[config.mk]
export PLATFORM = sky130hd
export DESIGN_NAME = source_text_tokenizer_unit
export DESIGN_NICKNAME = d
export VERILOG_FILES = /design/src/stt_pkg.sv /design/src/source_text_tokenizer_unit.sv
export SDC_FILE = /design/constraint.sdc
export NUM_CORES = 2
export LEC_CHECK = 0
export ABC_CLOCK_PERIOD_IN_PS = 23500
export BUFFER_PORTS_ARGS = -buffer_cell sky130_fd_sc_hd__buf_2
export CAP_MARGIN = 0
export CORE_MARGIN = 2
export CORE_UTILIZATION = 25
export CTS_CLUSTER_DIAMETER = 30
export CTS_CLUSTER_SIZE = 40
export DETAILED_ROUTE_END_ITERATION = 7
export GPL_TIMING_DRIVEN = 1
export SLEW_MARGIN = 30
export SYNTH_ARGS = -nofsm -noshare
export SYNTH_HDL_FRONTEND = slang
export SYNTH_SLANG_ARGS = --single-unit
[constraint.sdc]
create_clock -name i_clk -period 23.5 [get_ports i_clk]
set_input_delay 2.35 -clock i_clk [delete_from_list [all_inputs] [get_ports i_clk]]
set_output_delay 2.35 -clock i_clk [all_outputs]
set_load 0.02 [all_outputs]
[src/stt_pkg.sv]
// ----------------------------------------------------------------------------
// stt_pkg
// Shared types and codes of the source text tokenizer: transfer payloads,
// token kinds, error codes, operator codes and character constants.
// ----------------------------------------------------------------------------
`default_nettype none

package stt_pkg;

    typedef struct packed {
        logic [7:0] char_byte;
        logic       has_byte;
        logic       end_of_source;
    } t_byte_in;

    typedef struct packed {
        logic [2:0]  token_kind;
        logic [4:0]  punct_code;
        logic [31:0] line_number;
        logic [31:0] text_start;
        logic [31:0] text_length;
        logic [62:0] int_value;
        logic [1:0]  error_code;
        logic        last_of_run;
    } t_tok;

    localparam logic [2:0] K_NL    = 3'd0;
    localparam logic [2:0] K_STR   = 3'd1;
    localparam logic [2:0] K_INT   = 3'd2;
    localparam logic [2:0] K_FLT   = 3'd3;
    localparam logic [2:0] K_ID    = 3'd4;
    localparam logic [2:0] K_PUNCT = 3'd5;
    localparam logic [2:0] K_EOF   = 3'd6;
    localparam logic [2:0] K_ERR   = 3'd7;

    localparam logic [1:0] E_NONE     = 2'd0;
    localparam logic [1:0] E_UNTERM   = 2'd1;
    localparam logic [1:0] E_INVALID  = 2'd2;
    localparam logic [1:0] E_OVERFLOW = 2'd3;

    localparam logic [4:0] P_NONE    = 5'd0;
    localparam logic [4:0] P_EQEQ    = 5'd0;
    localparam logic [4:0] P_NE      = 5'd1;
    localparam logic [4:0] P_LE      = 5'd2;
    localparam logic [4:0] P_GE      = 5'd3;
    localparam logic [4:0] P_ANDAND  = 5'd4;
    localparam logic [4:0] P_OROR    = 5'd5;
    localparam logic [4:0] P_ASSIGN  = 5'd6;
    localparam logic [4:0] P_LT      = 5'd7;
    localparam logic [4:0] P_GT      = 5'd8;
    localparam logic [4:0] P_PLUS    = 5'd9;
    localparam logic [4:0] P_MINUS   = 5'd10;
    localparam logic [4:0] P_STAR    = 5'd11;
    localparam logic [4:0] P_SLASH   = 5'd12;
    localparam logic [4:0] P_PERCENT = 5'd13;
    localparam logic [4:0] P_LPAREN  = 5'd14;
    localparam logic [4:0] P_RPAREN  = 5'd15;
    localparam logic [4:0] P_LBRACK  = 5'd16;
    localparam logic [4:0] P_RBRACK  = 5'd17;
    localparam logic [4:0] P_COMMA   = 5'd18;
    localparam logic [4:0] P_COLON   = 5'd19;
    localparam logic [4:0] P_BANG    = 5'd20;
    localparam logic [4:0] P_DOT     = 5'd21;

    localparam logic [7:0] CH_BOM0   = 8'hEF;
    localparam logic [7:0] CH_BOM1   = 8'hBB;
    localparam logic [7:0] CH_BOM2   = 8'hBF;
    localparam logic [7:0] CH_TAB    = 8'h09;
    localparam logic [7:0] CH_LF     = 8'h0A;
    localparam logic [7:0] CH_CR     = 8'h0D;
    localparam logic [7:0] CH_SPACE  = 8'h20;
    localparam logic [7:0] CH_BANG   = 8'h21;
    localparam logic [7:0] CH_QUOTE  = 8'h22;
    localparam logic [7:0] CH_HASH   = 8'h23;
    localparam logic [7:0] CH_PCT    = 8'h25;
    localparam logic [7:0] CH_AMP    = 8'h26;
    localparam logic [7:0] CH_LPAREN = 8'h28;
    localparam logic [7:0] CH_RPAREN = 8'h29;
    localparam logic [7:0] CH_STAR   = 8'h2A;
    localparam logic [7:0] CH_PLUS   = 8'h2B;
    localparam logic [7:0] CH_COMMA  = 8'h2C;
    localparam logic [7:0] CH_MINUS  = 8'h2D;
    localparam logic [7:0] CH_DOT    = 8'h2E;
    localparam logic [7:0] CH_SLASH  = 8'h2F;
    localparam logic [7:0] CH_ZERO   = 8'h30;
    localparam logic [7:0] CH_NINE   = 8'h39;
    localparam logic [7:0] CH_COLON  = 8'h3A;
    localparam logic [7:0] CH_LT     = 8'h3C;
    localparam logic [7:0] CH_EQ     = 8'h3D;
    localparam logic [7:0] CH_GT     = 8'h3E;
    localparam logic [7:0] CH_UC_A   = 8'h41;
    localparam logic [7:0] CH_UC_Z   = 8'h5A;
    localparam logic [7:0] CH_LBRACK = 8'h5B;
    localparam logic [7:0] CH_BSLASH = 8'h5C;
    localparam logic [7:0] CH_RBRACK = 8'h5D;
    localparam logic [7:0] CH_UNDER  = 8'h5F;
    localparam logic [7:0] CH_LC_A   = 8'h61;
    localparam logic [7:0] CH_LC_Z   = 8'h7A;
    localparam logic [7:0] CH_BAR    = 8'h7C;

    localparam logic [62:0] INT_MAX = {63{1'b1}};

endpackage

`default_nettype wire

[src/source_text_tokenizer_unit.sv]
// ----------------------------------------------------------------------------
// source_text_tokenizer_unit
// Streaming lexer: one source byte per transfer in, token descriptors out.
// Results of an item are registered and appear in the cycle after its transfer.
// Throughput: one item per cycle while each item gives at most one result and
// the output is not stalled; an item with more results stalls the input while
// the four-entry result buffer drains.
// Reset: synchronous, active low; lexer back to the byte order mark check,
// result buffer empty.
// ----------------------------------------------------------------------------
`default_nettype none

module source_text_tokenizer_unit #(
    parameter int OFFSET_WIDTH = 32,
    parameter int LINE_WIDTH   = 32
) (
    input  wire logic              i_clk,
    input  wire logic              i_rst_n,
    input  wire logic              i_valid,
    output logic                   o_stall,
    input  wire stt_pkg::t_byte_in i_data,
    output logic                   o_valid,
    input  wire logic              i_stall,
    output stt_pkg::t_tok          o_data
);

    typedef enum logic [10:0] {
        MD_BOM     = 11'b00000000001,
        MD_IDLE    = 11'b00000000010,
        MD_COMMENT = 11'b00000000100,
        MD_OP      = 11'b00000001000,
        MD_STR     = 11'b00000010000,
        MD_ESC     = 11'b00000100000,
        MD_INT     = 11'b00001000000,
        MD_DOT     = 11'b00010000000,
        MD_FLT     = 11'b00100000000,
        MD_ID      = 11'b01000000000,
        MD_ERR     = 11'b10000000000
    } t_mode;

    typedef struct packed {
        t_mode                   mode;
        logic [7:0]              pend;
        logic [LINE_WIDTH-1:0]   line;
        logic [LINE_WIDTH-1:0]   tline;
        logic [OFFSET_WIDTH-1:0] off;
        logic [OFFSET_WIDTH-1:0] tstart;
        logic [62:0]             acc;
        logic                    ovf;
        logic                    atls;
        logic [1:0]              bomc;
    } t_lex;

    typedef struct packed {
        t_lex          lx;
        logic [1:0]    n;
        stt_pkg::t_tok r0;
        stt_pkg::t_tok r1;
    } t_step;

    function automatic t_lex f_lex_rst();
        t_lex s;
        s.mode   = MD_BOM;
        s.pend   = '0;
        s.line   = LINE_WIDTH'(1);
        s.tline  = LINE_WIDTH'(1);
        s.off    = '0;
        s.tstart = '0;
        s.acc    = '0;
        s.ovf    = 1'b0;
        s.atls   = 1'b1;
        s.bomc   = '0;
        return s;
    endfunction

    function automatic logic [31:0] f_o32(logic [OFFSET_WIDTH-1:0] v);
        logic [OFFSET_WIDTH+31:0] t;
        t = {32'b0, v};
        return t[31:0];
    endfunction

    function automatic logic [31:0] f_l32(logic [LINE_WIDTH-1:0] v);
        logic [LINE_WIDTH+31:0] t;
        t = {32'b0, v};
        return t[31:0];
    endfunction

    function automatic logic [OFFSET_WIDTH-1:0] f_oinc(logic [OFFSET_WIDTH-1:0] v);
        return (v != '1) ? v + OFFSET_WIDTH'(1) : v;
    endfunction

    function automatic logic [LINE_WIDTH-1:0] f_linc(logic [LINE_WIDTH-1:0] v);
        return (v != '1) ? v + LINE_WIDTH'(1) : v;
    endfunction

    function automatic stt_pkg::t_tok f_tok(logic [2:0] kind, logic [4:0] code,
                                            logic [31:0] line, logic [31:0] start,
                                            logic [31:0] len, logic [62:0] val,
                                            logic [1:0] err);
        stt_pkg::t_tok t;
        t.token_kind  = kind;
        t.punct_code  = code;
        t.line_number = line;
        t.text_start  = start;
        t.text_length = len;
        t.int_value   = val;
        t.error_code  = err;
        t.last_of_run = 1'b0;
        return t;
    endfunction

    function automatic logic f_digit(logic [7:0] b);
        return (b >= stt_pkg::CH_ZERO) && (b <= stt_pkg::CH_NINE);
    endfunction

    function automatic logic f_idstart(logic [7:0] b);
        return ((b >= stt_pkg::CH_LC_A) && (b <= stt_pkg::CH_LC_Z)) ||
               ((b >= stt_pkg::CH_UC_A) && (b <= stt_pkg::CH_UC_Z)) ||
               (b == stt_pkg::CH_UNDER);
    endfunction

    // bit 5: match, bits 4:0: operator code
    function automatic logic [5:0] f_single(logic [7:0] b);
        logic [5:0] r;
        unique case (b)
            stt_pkg::CH_EQ:     r = {1'b1, stt_pkg::P_ASSIGN};
            stt_pkg::CH_LT:     r = {1'b1, stt_pkg::P_LT};
            stt_pkg::CH_GT:     r = {1'b1, stt_pkg::P_GT};
            stt_pkg::CH_PLUS:   r = {1'b1, stt_pkg::P_PLUS};
            stt_pkg::CH_MINUS:  r = {1'b1, stt_pkg::P_MINUS};
            stt_pkg::CH_STAR:   r = {1'b1, stt_pkg::P_STAR};
            stt_pkg::CH_SLASH:  r = {1'b1, stt_pkg::P_SLASH};
            stt_pkg::CH_PCT:    r = {1'b1, stt_pkg::P_PERCENT};
            stt_pkg::CH_LPAREN: r = {1'b1, stt_pkg::P_LPAREN};
            stt_pkg::CH_RPAREN: r = {1'b1, stt_pkg::P_RPAREN};
            stt_pkg::CH_LBRACK: r = {1'b1, stt_pkg::P_LBRACK};
            stt_pkg::CH_RBRACK: r = {1'b1, stt_pkg::P_RBRACK};
            stt_pkg::CH_COMMA:  r = {1'b1, stt_pkg::P_COMMA};
            stt_pkg::CH_COLON:  r = {1'b1, stt_pkg::P_COLON};
            stt_pkg::CH_BANG:   r = {1'b1, stt_pkg::P_BANG};
            stt_pkg::CH_DOT:    r = {1'b1, stt_pkg::P_DOT};
            default:            r = '0;
        endcase
        return r;
    endfunction

    function automatic logic [5:0] f_pair(logic [7:0] p, logic [7:0] b);
        logic [5:0] r;
        r = '0;
        if (b == stt_pkg::CH_EQ) begin
            if (p == stt_pkg::CH_EQ)   r = {1'b1, stt_pkg::P_EQEQ};
            if (p == stt_pkg::CH_BANG) r = {1'b1, stt_pkg::P_NE};
            if (p == stt_pkg::CH_LT)   r = {1'b1, stt_pkg::P_LE};
            if (p == stt_pkg::CH_GT)   r = {1'b1, stt_pkg::P_GE};
        end
        if (p == stt_pkg::CH_AMP && b == stt_pkg::CH_AMP) r = {1'b1, stt_pkg::P_ANDAND};
        if (p == stt_pkg::CH_BAR && b == stt_pkg::CH_BAR) r = {1'b1, stt_pkg::P_OROR};
        return r;
    endfunction

    function automatic t_step f_start(t_lex s, logic [7:0] b);
        t_step      r;
        logic [5:0] sc;
        r.lx        = s;
        r.n         = '0;
        r.r0        = '0;
        r.r1        = '0;
        sc          = f_single(b);
        r.lx.mode   = MD_IDLE;
        r.lx.tline  = s.line;
        r.lx.tstart = s.off;
        priority if (b == stt_pkg::CH_CR || b == stt_pkg::CH_SPACE || b == stt_pkg::CH_TAB) begin
            r.n = '0;
        end else if (b == stt_pkg::CH_LF) begin
            if (!s.atls) begin
                r.r0      = f_tok(stt_pkg::K_NL, stt_pkg::P_NONE, f_l32(s.line), '0, '0, '0,
                                  stt_pkg::E_NONE);
                r.n       = 2'd1;
                r.lx.atls = 1'b1;
            end
            r.lx.line = f_linc(s.line);
        end else if (b == stt_pkg::CH_HASH) begin
            r.lx.mode = MD_COMMENT;
        end else if (b == stt_pkg::CH_QUOTE) begin
            r.lx.mode   = MD_STR;
            r.lx.tstart = f_oinc(s.off);
        end else if (f_digit(b)) begin
            r.lx.mode = MD_INT;
            r.lx.acc  = 63'(b[3:0]);
            r.lx.ovf  = 1'b0;
        end else if (f_idstart(b)) begin
            r.lx.mode = MD_ID;
        end else if (b == stt_pkg::CH_EQ || b == stt_pkg::CH_BANG || b == stt_pkg::CH_LT ||
                     b == stt_pkg::CH_GT || b == stt_pkg::CH_AMP || b == stt_pkg::CH_BAR ||
                     b == stt_pkg::CH_SLASH) begin
            r.lx.mode = MD_OP;
            r.lx.pend = b;
        end else if (sc[5]) begin
            r.r0      = f_tok(stt_pkg::K_PUNCT, sc[4:0], f_l32(s.line), f_o32(s.off), 32'd1,
                              '0, stt_pkg::E_NONE);
            r.n       = 2'd1;
            r.lx.atls = 1'b0;
        end else begin
            r.r0      = f_tok(stt_pkg::K_ERR, stt_pkg::P_NONE, f_l32(s.line), f_o32(s.off),
                              '0, '0, stt_pkg::E_INVALID);
            r.n       = 2'd1;
            r.lx.mode = MD_ERR;
        end
        return r;
    endfunction

    // close the open token; fin is the offset just past its last byte
    function automatic t_step f_finish(t_lex s, logic [OFFSET_WIDTH-1:0] fin);
        t_step                   r;
        logic [5:0]              sc;
        logic [OFFSET_WIDTH-1:0] len;
        logic [31:0]             tl;
        logic [31:0]             ts;
        r.lx      = s;
        r.n       = '0;
        r.r0      = '0;
        r.r1      = '0;
        r.lx.mode = MD_IDLE;
        sc        = f_single(s.pend);
        len       = fin - s.tstart;
        tl        = f_l32(s.tline);
        ts        = f_o32(s.tstart);
        unique case (s.mode)
            MD_INT, MD_DOT: begin
                if (s.ovf) begin
                    r.r0      = f_tok(stt_pkg::K_ERR, stt_pkg::P_NONE, tl, ts, '0, '0,
                                      stt_pkg::E_OVERFLOW);
                    r.n       = 2'd1;
                    r.lx.mode = MD_ERR;
                end else if (s.mode == MD_DOT) begin
                    r.r0      = f_tok(stt_pkg::K_INT, stt_pkg::P_NONE, tl, ts,
                                      f_o32(len - OFFSET_WIDTH'(1)), s.acc, stt_pkg::E_NONE);
                    r.r1      = f_tok(stt_pkg::K_PUNCT, stt_pkg::P_DOT, tl,
                                      f_o32(fin - OFFSET_WIDTH'(1)), 32'd1, '0, stt_pkg::E_NONE);
                    r.n       = 2'd2;
                    r.lx.atls = 1'b0;
                end else begin
                    r.r0      = f_tok(stt_pkg::K_INT, stt_pkg::P_NONE, tl, ts, f_o32(len), s.acc,
                                      stt_pkg::E_NONE);
                    r.n       = 2'd1;
                    r.lx.atls = 1'b0;
                end
            end
            MD_FLT: begin
                r.r0      = f_tok(stt_pkg::K_FLT, stt_pkg::P_NONE, tl, ts, f_o32(len), '0,
                                  stt_pkg::E_NONE);
                r.n       = 2'd1;
                r.lx.atls = 1'b0;
            end
            MD_ID: begin
                r.r0      = f_tok(stt_pkg::K_ID, stt_pkg::P_NONE, tl, ts, f_o32(len), '0,
                                  stt_pkg::E_NONE);
                r.n       = 2'd1;
                r.lx.atls = 1'b0;
            end
            MD_OP: begin
                if (sc[5]) begin
                    r.r0      = f_tok(stt_pkg::K_PUNCT, sc[4:0], tl, ts, 32'd1, '0,
                                      stt_pkg::E_NONE);
                    r.lx.atls = 1'b0;
                end else begin
                    r.r0      = f_tok(stt_pkg::K_ERR, stt_pkg::P_NONE, tl, ts, '0, '0,
                                      stt_pkg::E_INVALID);
                    r.lx.mode = MD_ERR;
                end
                r.n = 2'd1;
            end
            MD_STR, MD_ESC: begin
                r.r0      = f_tok(stt_pkg::K_ERR, stt_pkg::P_NONE, tl, ts, '0, '0,
                                  stt_pkg::E_UNTERM);
                r.n       = 2'd1;
                r.lx.mode = MD_ERR;
            end
            MD_BOM: begin
                if (s.bomc != 2'd0) begin
                    r.r0      = f_tok(stt_pkg::K_ERR, stt_pkg::P_NONE, 32'd1, '0, '0, '0,
                                      stt_pkg::E_INVALID);
                    r.n       = 2'd1;
                    r.lx.mode = MD_ERR;
                end
            end
            default: r.lx.mode = MD_IDLE;
        endcase
        return r;
    endfunction

    t_lex          r_lex;
    t_lex          n_lex;
    stt_pkg::t_tok r_res [4];
    stt_pkg::t_tok n_res [4];
    logic [2:0]    r_cnt;
    logic [2:0]    n_cnt;
    logic [1:0]    r_head;
    logic          in_fire;
    logic          out_fire;

    assign o_valid  = (r_cnt != 3'd0);
    assign o_data   = r_res[r_head];
    assign out_fire = o_valid && !i_stall;
    assign o_stall  = !((r_cnt == 3'd0) || ((r_cnt == 3'd1) && out_fire));
    assign in_fire  = i_valid && !o_stall;

    always_comb begin
        t_lex          s;
        t_lex          lx;
        t_step         fin;
        t_step         st0;
        t_step         st1;
        t_step         st;
        t_step         fb;
        stt_pkg::t_tok dr;
        logic          use_fin;
        logic          use_st;
        logic          use_dr;
        logic [5:0]    pc;
        logic [7:0]    b;
        logic [66:0]   wide;
        logic [2:0]    cnt;
        s       = r_lex;
        b       = i_data.char_byte;
        fin     = f_finish(s, s.off);
        st0     = f_start(s, b);
        st1     = f_start(fin.lx, b);
        pc      = f_pair(s.pend, b);
        wide    = {1'b0, s.acc, 3'b0} + {3'b0, s.acc, 1'b0} + 67'(b[3:0]);
        lx      = s;
        use_fin = 1'b0;
        use_st  = 1'b0;
        use_dr  = 1'b0;
        dr      = '0;
        st      = st0;
        cnt     = '0;
        for (int i = 0; i < 4; i++) begin
            n_res[i] = '0;
        end

        if (i_data.has_byte) begin
            unique case (s.mode)
                MD_ERR: lx = s;
                MD_BOM: begin
                    if (s.bomc == 2'd0) begin
                        if (b == stt_pkg::CH_BOM0) begin
                            lx.bomc = 2'd1;
                        end else begin
                            lx     = st0.lx;
                            use_st = 1'b1;
                        end
                    end else if ((s.bomc == 2'd1 && b == stt_pkg::CH_BOM1) ||
                                 (s.bomc == 2'd2 && b == stt_pkg::CH_BOM2)) begin
                        lx.bomc = (s.bomc == 2'd1) ? 2'd2 : 2'd0;
                        lx.mode = (s.bomc == 2'd1) ? MD_BOM : MD_IDLE;
                    end else begin
                        dr      = f_tok(stt_pkg::K_ERR, stt_pkg::P_NONE, 32'd1, '0, '0, '0,
                                        stt_pkg::E_INVALID);
                        use_dr  = 1'b1;
                        lx.mode = MD_ERR;
                    end
                end
                MD_IDLE: begin
                    lx     = st0.lx;
                    use_st = 1'b1;
                end
                MD_COMMENT: begin
                    if (b == stt_pkg::CH_LF) begin
                        lx     = st0.lx;
                        use_st = 1'b1;
                    end
                end
                MD_OP: begin
                    if (s.pend == stt_pkg::CH_SLASH && b == stt_pkg::CH_SLASH) begin
                        lx.mode = MD_COMMENT;
                    end else if (pc[5]) begin
                        dr      = f_tok(stt_pkg::K_PUNCT, pc[4:0], f_l32(s.tline),
                                        f_o32(s.tstart), 32'd2, '0, stt_pkg::E_NONE);
                        use_dr  = 1'b1;
                        lx.mode = MD_IDLE;
                        lx.atls = 1'b0;
                    end else begin
                        use_fin = 1'b1;
                    end
                end
                MD_STR: begin
                    if (b == stt_pkg::CH_QUOTE) begin
                        dr      = f_tok(stt_pkg::K_STR, stt_pkg::P_NONE, f_l32(s.tline),
                                        f_o32(s.tstart), f_o32(s.off - s.tstart), '0,
                                        stt_pkg::E_NONE);
                        use_dr  = 1'b1;
                        lx.mode = MD_IDLE;
                        lx.atls = 1'b0;
                    end else if (b == stt_pkg::CH_BSLASH) begin
                        lx.mode = MD_ESC;
                    end else if (b == stt_pkg::CH_LF) begin
                        lx.line = f_linc(s.line);
                    end
                end
                MD_ESC: lx.mode = MD_STR;
                MD_INT: begin
                    if (f_digit(b)) begin
                        if (s.ovf || (wide[66:63] != 4'd0)) lx.ovf = 1'b1;
                        else lx.acc = wide[62:0];
                    end else if (b == stt_pkg::CH_DOT) begin
                        lx.mode = MD_DOT;
                    end else begin
                        use_fin = 1'b1;
                    end
                end
                MD_DOT, MD_FLT: begin
                    if (f_digit(b)) lx.mode = MD_FLT;
                    else use_fin = 1'b1;
                end
                MD_ID: begin
                    if (!(f_idstart(b) || f_digit(b))) use_fin = 1'b1;
                end
                default: lx.mode = MD_IDLE;
            endcase

            if (use_fin) begin
                lx = fin.lx;
                if (fin.lx.mode != MD_ERR) begin
                    lx     = st1.lx;
                    st     = st1;
                    use_st = 1'b1;
                end
            end

            if (use_fin && fin.n != 2'd0) begin
                n_res[cnt[1:0]] = fin.r0;
                cnt             = cnt + 3'd1;
            end
            if (use_fin && fin.n == 2'd2) begin
                n_res[cnt[1:0]] = fin.r1;
                cnt             = cnt + 3'd1;
            end
            if (use_st && st.n != 2'd0) begin
                n_res[cnt[1:0]] = st.r0;
                cnt             = cnt + 3'd1;
            end
            if (use_dr) begin
                n_res[cnt[1:0]] = dr;
                cnt             = cnt + 3'd1;
            end
            lx.off = f_oinc(lx.off);
        end

        if (i_data.end_of_source) begin
            fb = f_finish(lx, lx.off);
            if (lx.mode != MD_ERR) begin
                if (fb.n != 2'd0 && cnt < 3'd4) begin
                    n_res[cnt[1:0]] = fb.r0;
                    cnt             = cnt + 3'd1;
                end
                if (fb.n == 2'd2 && cnt < 3'd4) begin
                    n_res[cnt[1:0]] = fb.r1;
                    cnt             = cnt + 3'd1;
                end
                lx = fb.lx;
            end
            if (lx.mode != MD_ERR && !lx.atls && cnt <= 3'd2) begin
                n_res[cnt[1:0]] = f_tok(stt_pkg::K_NL, stt_pkg::P_NONE, f_l32(lx.line), '0, '0,
                                        '0, stt_pkg::E_NONE);
                cnt             = cnt + 3'd1;
            end
            if (cnt < 3'd4) begin
                n_res[cnt[1:0]] = f_tok(stt_pkg::K_EOF, stt_pkg::P_NONE, f_l32(lx.line),
                                        f_o32(lx.off), '0, '0, stt_pkg::E_NONE);
                cnt             = cnt + 3'd1;
            end
            lx = f_lex_rst();
        end

        if (cnt != 3'd0) begin
            n_res[2'(cnt - 3'd1)].last_of_run = 1'b1;
        end
        n_lex = lx;
        n_cnt = cnt;
    end

    always_ff @(posedge i_clk) begin
        if (!i_rst_n) begin
            r_lex  <= f_lex_rst();
            r_cnt  <= '0;
            r_head <= '0;
        end else if (in_fire) begin
            r_lex  <= n_lex;
            r_cnt  <= n_cnt;
            r_head <= '0;
        end else if (out_fire) begin
            r_cnt  <= r_cnt - 3'd1;
            r_head <= r_head + 2'd1;
        end
    end

    always_ff @(posedge i_clk) begin
        if (in_fire) begin
            r_res <= n_res;
        end
    end

endmodule

`default_nettype wire

==> Word level (Yosys, flattened, before mapping) <==
Cells that the tools add are included.
{ "word_totals": {"out_inout_bits": 172, "word_cells": 491, "register_bits": 899, "inputBits": 14} }
{ "classes": {"n_bitwise": 10, "reduce_logical": 63, "order_cmp": 27, "n_eq_ne": 93, "addsub": 21, "n_mux": 233} }
{ "ops": {"columns": ["op", "n"], "rows": [
  ["$mux 680", 17],
  ["$bwmux 680", 8],
  ["$mux 170", 25],
  ["$demux 170 s2", 8],
  ["$mux 172", 12],
  ["$pmux 172 s6", 2],
  ["$mux 214", 8],
  ["$mux 342", 3],
  ["$mux 171", 4],
  ["$mux 97", 6],
  ["$pmux 170 s3", 1],
  ["$mux 169", 3],
  ["$eq 8x6->1 const B", 47],
  ["$bmux 170 s2", 1],
  ["$pmux 6 s16", 3],
  ["$pmux 96 s3", 1],
  ["$pmux 64 s4", 1],
  ["$mux 11", 21],
  ["$mux 32", 7],
  ["$mux 212", 1],
  ["$mux 201", 1],
  ["$mux 96", 2],
  ["$mux 168", 1],
  ["$mux 65", 2],
  ["64 further kinds", 262]
]} }

==> Longest topological paths before layout <==
{ "logic_depth": {"word_depth": 55, "mapped_depth": 36, "mapped_depth_nobuf": 30} }

==> Least setup slack after synthesis <==
OpenSTA, ideal clock, no wires.
{ "synth_timing": {"path_kind": "input -> register", "start": "input port i_stall", "end": "register r_lex[119] in the netlist's numbering", "path_buffers": 3, "setup_time_ns": 0.075, "required_time_ns": 23.425, "t_arrival_ns": 17.899, "path_slack_ns": 5.526, "stages": 11, "cell_sequence": "inv_1 -> a21oi_1 -> nor2_1 -> nand2_1 -> inv_1 -> and3_1 -> clkbuf_1 -> clkbuf_1 -> clkbuf_1 -> nand2_1 -> o21ai_0"} }
{ "synth_via": {"elab_chain_cells": 5} }
{ "synth_rtl": {"columns": ["item", "line", "text"], "rows": [
  ["start, declared", "source_text_tokenizer_unit.sv:23", "input wire logic i_stall,"],
  ["$logic_not 1->1", "source_text_tokenizer_unit.sv:304", "assign out_fire = o_valid && !i_stall;"],
  ["$logic_and 1x1->1", "source_text_tokenizer_unit.sv:304", null],
  ["$logic_and 1x1->1", "source_text_tokenizer_unit.sv:305", "assign o_stall = !((r_cnt == 3'd0) || ((r_cnt == 3'd1) && out_fire));"],
  ["$logic_or 1x1->1", "source_text_tokenizer_unit.sv:305", null],
  ["$logic_and 1x1->1", "source_text_tokenizer_unit.sv:306", "assign in_fire = i_valid && !o_stall;"],
  ["via in_fire", "source_text_tokenizer_unit.sv:299", "logic in_fire;"],
  ["end signal, assigned", "source_text_tokenizer_unit.sv:485", "r_lex <= f_lex_rst();"],
  ["end signal, assigned", "source_text_tokenizer_unit.sv:489", "r_lex <= n_lex;"],
  ["end, declared", "source_text_tokenizer_unit.sv:292", "t_lex r_lex;"]
]} }
The timed path passes the listed nets, and every way through them passes these cells.
A chain may end at the register's enable or synchronous reset.

==> metrics <==
Synth Flop Type edfxtp_1; GR Util met3 ~6.6%; Resized cells post-CTS 0; gpl congestion 0.989; Syn Nets approximately 7.8k; final layout net count 7798; Final setup viols 0; most common cell in the netlist nand2_1; register area share after synthesis 37.1%; largest area contributor in the netlist edfxtp_1; Critical Path Start Type primary input; Worst IR Drop VDD 0.122 mV; cts hold-fix bufs 0; Area contributors post-synth edfxtp_1 (31%), dfxtp_1 (6.6%), mux4_2 (5.7%), nand2_1 (4.8%), nor2_1 (4.7%); period utilization 51.3%; Async SR Flop Fraction 0%; RSZ-0062 raised after global routing false; max-slew violation count 0; fmax 0.0829 GHz; M2 GR Usage a little over a third; Routed WL ~330 mm; Pre-antenna DRT Iters 7; Max Clock Skew about 0.077 ns; PD cells 100 mW/mm2; GRT Total Usage 23.4%; Post CTS Setup Buffer Count 0; #FFs+latches synth between 800 and 900; vias in the first global route 64.6k; WL per Instance 29.5 um; final core utilization between 20% and 30%; critical path startpoint i_data[4]; Initial Utilization around a quarter; Vias around 69k; cts bufs inserted approximately 220; layout cells sized above 1 between 10% and 20%; Least-Margin Pin Slew 1.13 ns; CTS tree built; Sink Count 899; WS Path Type primary input to flip-flop; Die Y 521 um; M1 GR Usage 30.1%; root buffer cell clkbuf_16; DR iter-0 viols 10.3k; synth-to-layout area growth 19.1%; Worst R2R Start r_lex[199]; detailed-route DRC error count 0; post-route ant nets 0; port bufs approximately 190; Worst-Skew Late Latency 0.88 ns; overall die width 521 um; H-tree Lvls 4; Final Hold Viols 0; Seq. cell area 0.0248 mm2; Crit Path Max Fanout 29; synth warn 0; LEAKAGE 27.1 nW; vias per cell 6.07; Post-Syn Instances about 7.6k; HP Class flip-flop to flip-flop; Synth top area share between 30% and 40%; critical path arrival 12.61 ns; initial antenna violation count 26; Top Ports ~190; Core ar. 0.266 mm2; Slew headroom 24.4%; post-layout min period 12.06 ns; Synth top cells by count nand2_1 (858), nor2_1 (837), edfxtp_1 (680); most used routing layer met2; global-route wire length before repair 472 mm; # fillers ~28k; area of the multi-input gates 0.0392 mm2; die area 0.272 mm2; max cap viols 0; Longest Clk Path Bufs 3; grt total ovfl 0; Clock transition at path regs 0.05 ns; hold wc startpoint r_lex[147]; Mapped Area 0.0668 mm2; CP Capture Type flip-flop; Avg Cell Area, Syn 8.79 um2; distinct cell type count after synthesis 123; Cell Rows 189; hpwl dp around 230 mm; status finished, final reports clean; number of enable flip-flop cells after synthesis 680; Critical Path RT 24.05 ns; largest net degree at the start of global routing 183; post-route setup TNS 0 ns
-- cells by family (layout without fill, tap and decap cells) --
logic type / Yosys count / after routing / synth area share, %
AND/OR/NAND/NOR: 2619 / 2619 / 18.0
XOR/XNOR: 264 / 264 / 3.46
buffers and inverters: 844 / 995 / 4.97
AO/OA/AOI/OAI: 2535 / 2535 / 25.8
multiplexers: 223 / 223 / 6.54
flip-flops: 899 / 899 / 37.1
adder cells (fa/ha/maj): 220 / 220 / 4.16
other: 0 / 12 / 0
-- flip-flops by register name (all words and copies together), names as in the netlist --
| register | flops |
|---|---|
| r_cnt | 3 |
| r_head | 2 |
| r_lex | 214 |
| r_res | 680 |
-- power breakdown --
part           internal [mW]  switching, mW  total [mW]  leakage [nW]
Clock                   2.12           1.06        3.17          3.72
Combinational          0.659           1.84        2.50          15.0
Sequential              2.18          0.125        2.30          8.42
-- routing by layer --
metal  up-vias  wire [um]
met5         -         49
li1      29000          -
met1     33500     130000
met2      5014     142000
met3      1091      39000
met4         6      21900
-- placed cells by master, fill, tap and decap left out, types with 187 or more instances in the layout --
cell       count
ha_1         216
buf_4        195
nand3_1      210
nor2_1       821
edfxtp_1     680
nand2_1      850
clkbuf_16    219
a21oi_1      529
a22oi_1      187
o22ai_1      190
dfxtp_1      217
o21ai_0      470
-- stage by stage --
stage	setup WS (ns)	instances	area, um2	hold WS, ns	total power [mW]
3_3_place_gp	11.20	10900	71500	0.507	4.72
6_report	11.44	11300	79600	0.529	7.97
2_1_floorplan	5.53	7604	66800	0.480	4.02
4_1_cts	11.85	11300	79400	0.522	7.94
5_1_grt	11.00	11300	79600	0.557	8.19
3_5_place_dp	10.98	10900	71600	0.512	4.76
-- critical path, cell delays in order --
cell and delay, ns:
buf_2 0.42, nor4bb_1 0.61, nand3_1 0.25, o221ai_1 0.53, or2_1 0.35, a211o_2 0.66
a21oi_1 0.34, or3_4 0.48, a2111oi_0 0.68, o21bai_1 0.21, buf_4 0.28, or2_2 0.24
xnor2_1 0.15, ha_1 0.34, and3b_1 0.15, o2bb2ai_1 0.19, a21o_1 0.20, ha_1 0.25
inv_1 0.11, nor3_2 0.82, o22ai_1 0.31, inv_1 0.17, ha_1 0.35, a31oi_4 0.27
buf_4 0.34, buf_4 0.36, a31oi_2 0.92, o32ai_1 0.19
-- cell type report --
class                   instances  area share (%)
diodes                         12          0.0377
clock buffers                 252            7.20
clock inverters               158            2.59
inverters                     191           0.912
multi-input cells            5861            49.2
flip-flops and latches        899            31.2
well taps                    3533            5.55
repair buffers                394            3.37
-- final timing paths --
| kind | cells past startpoint | slack, ns | end |
|---|---|---|---|
| max | 28 | 11.44 | r_res[434] |
| min | 2 | 0.53 | r_lex[147] |
| max reg2reg | 27 | 12.69 | r_res[434] |
| min reg2reg | 2 | 0.53 | r_lex[147] |
Power figures use the tool's default switching activity.
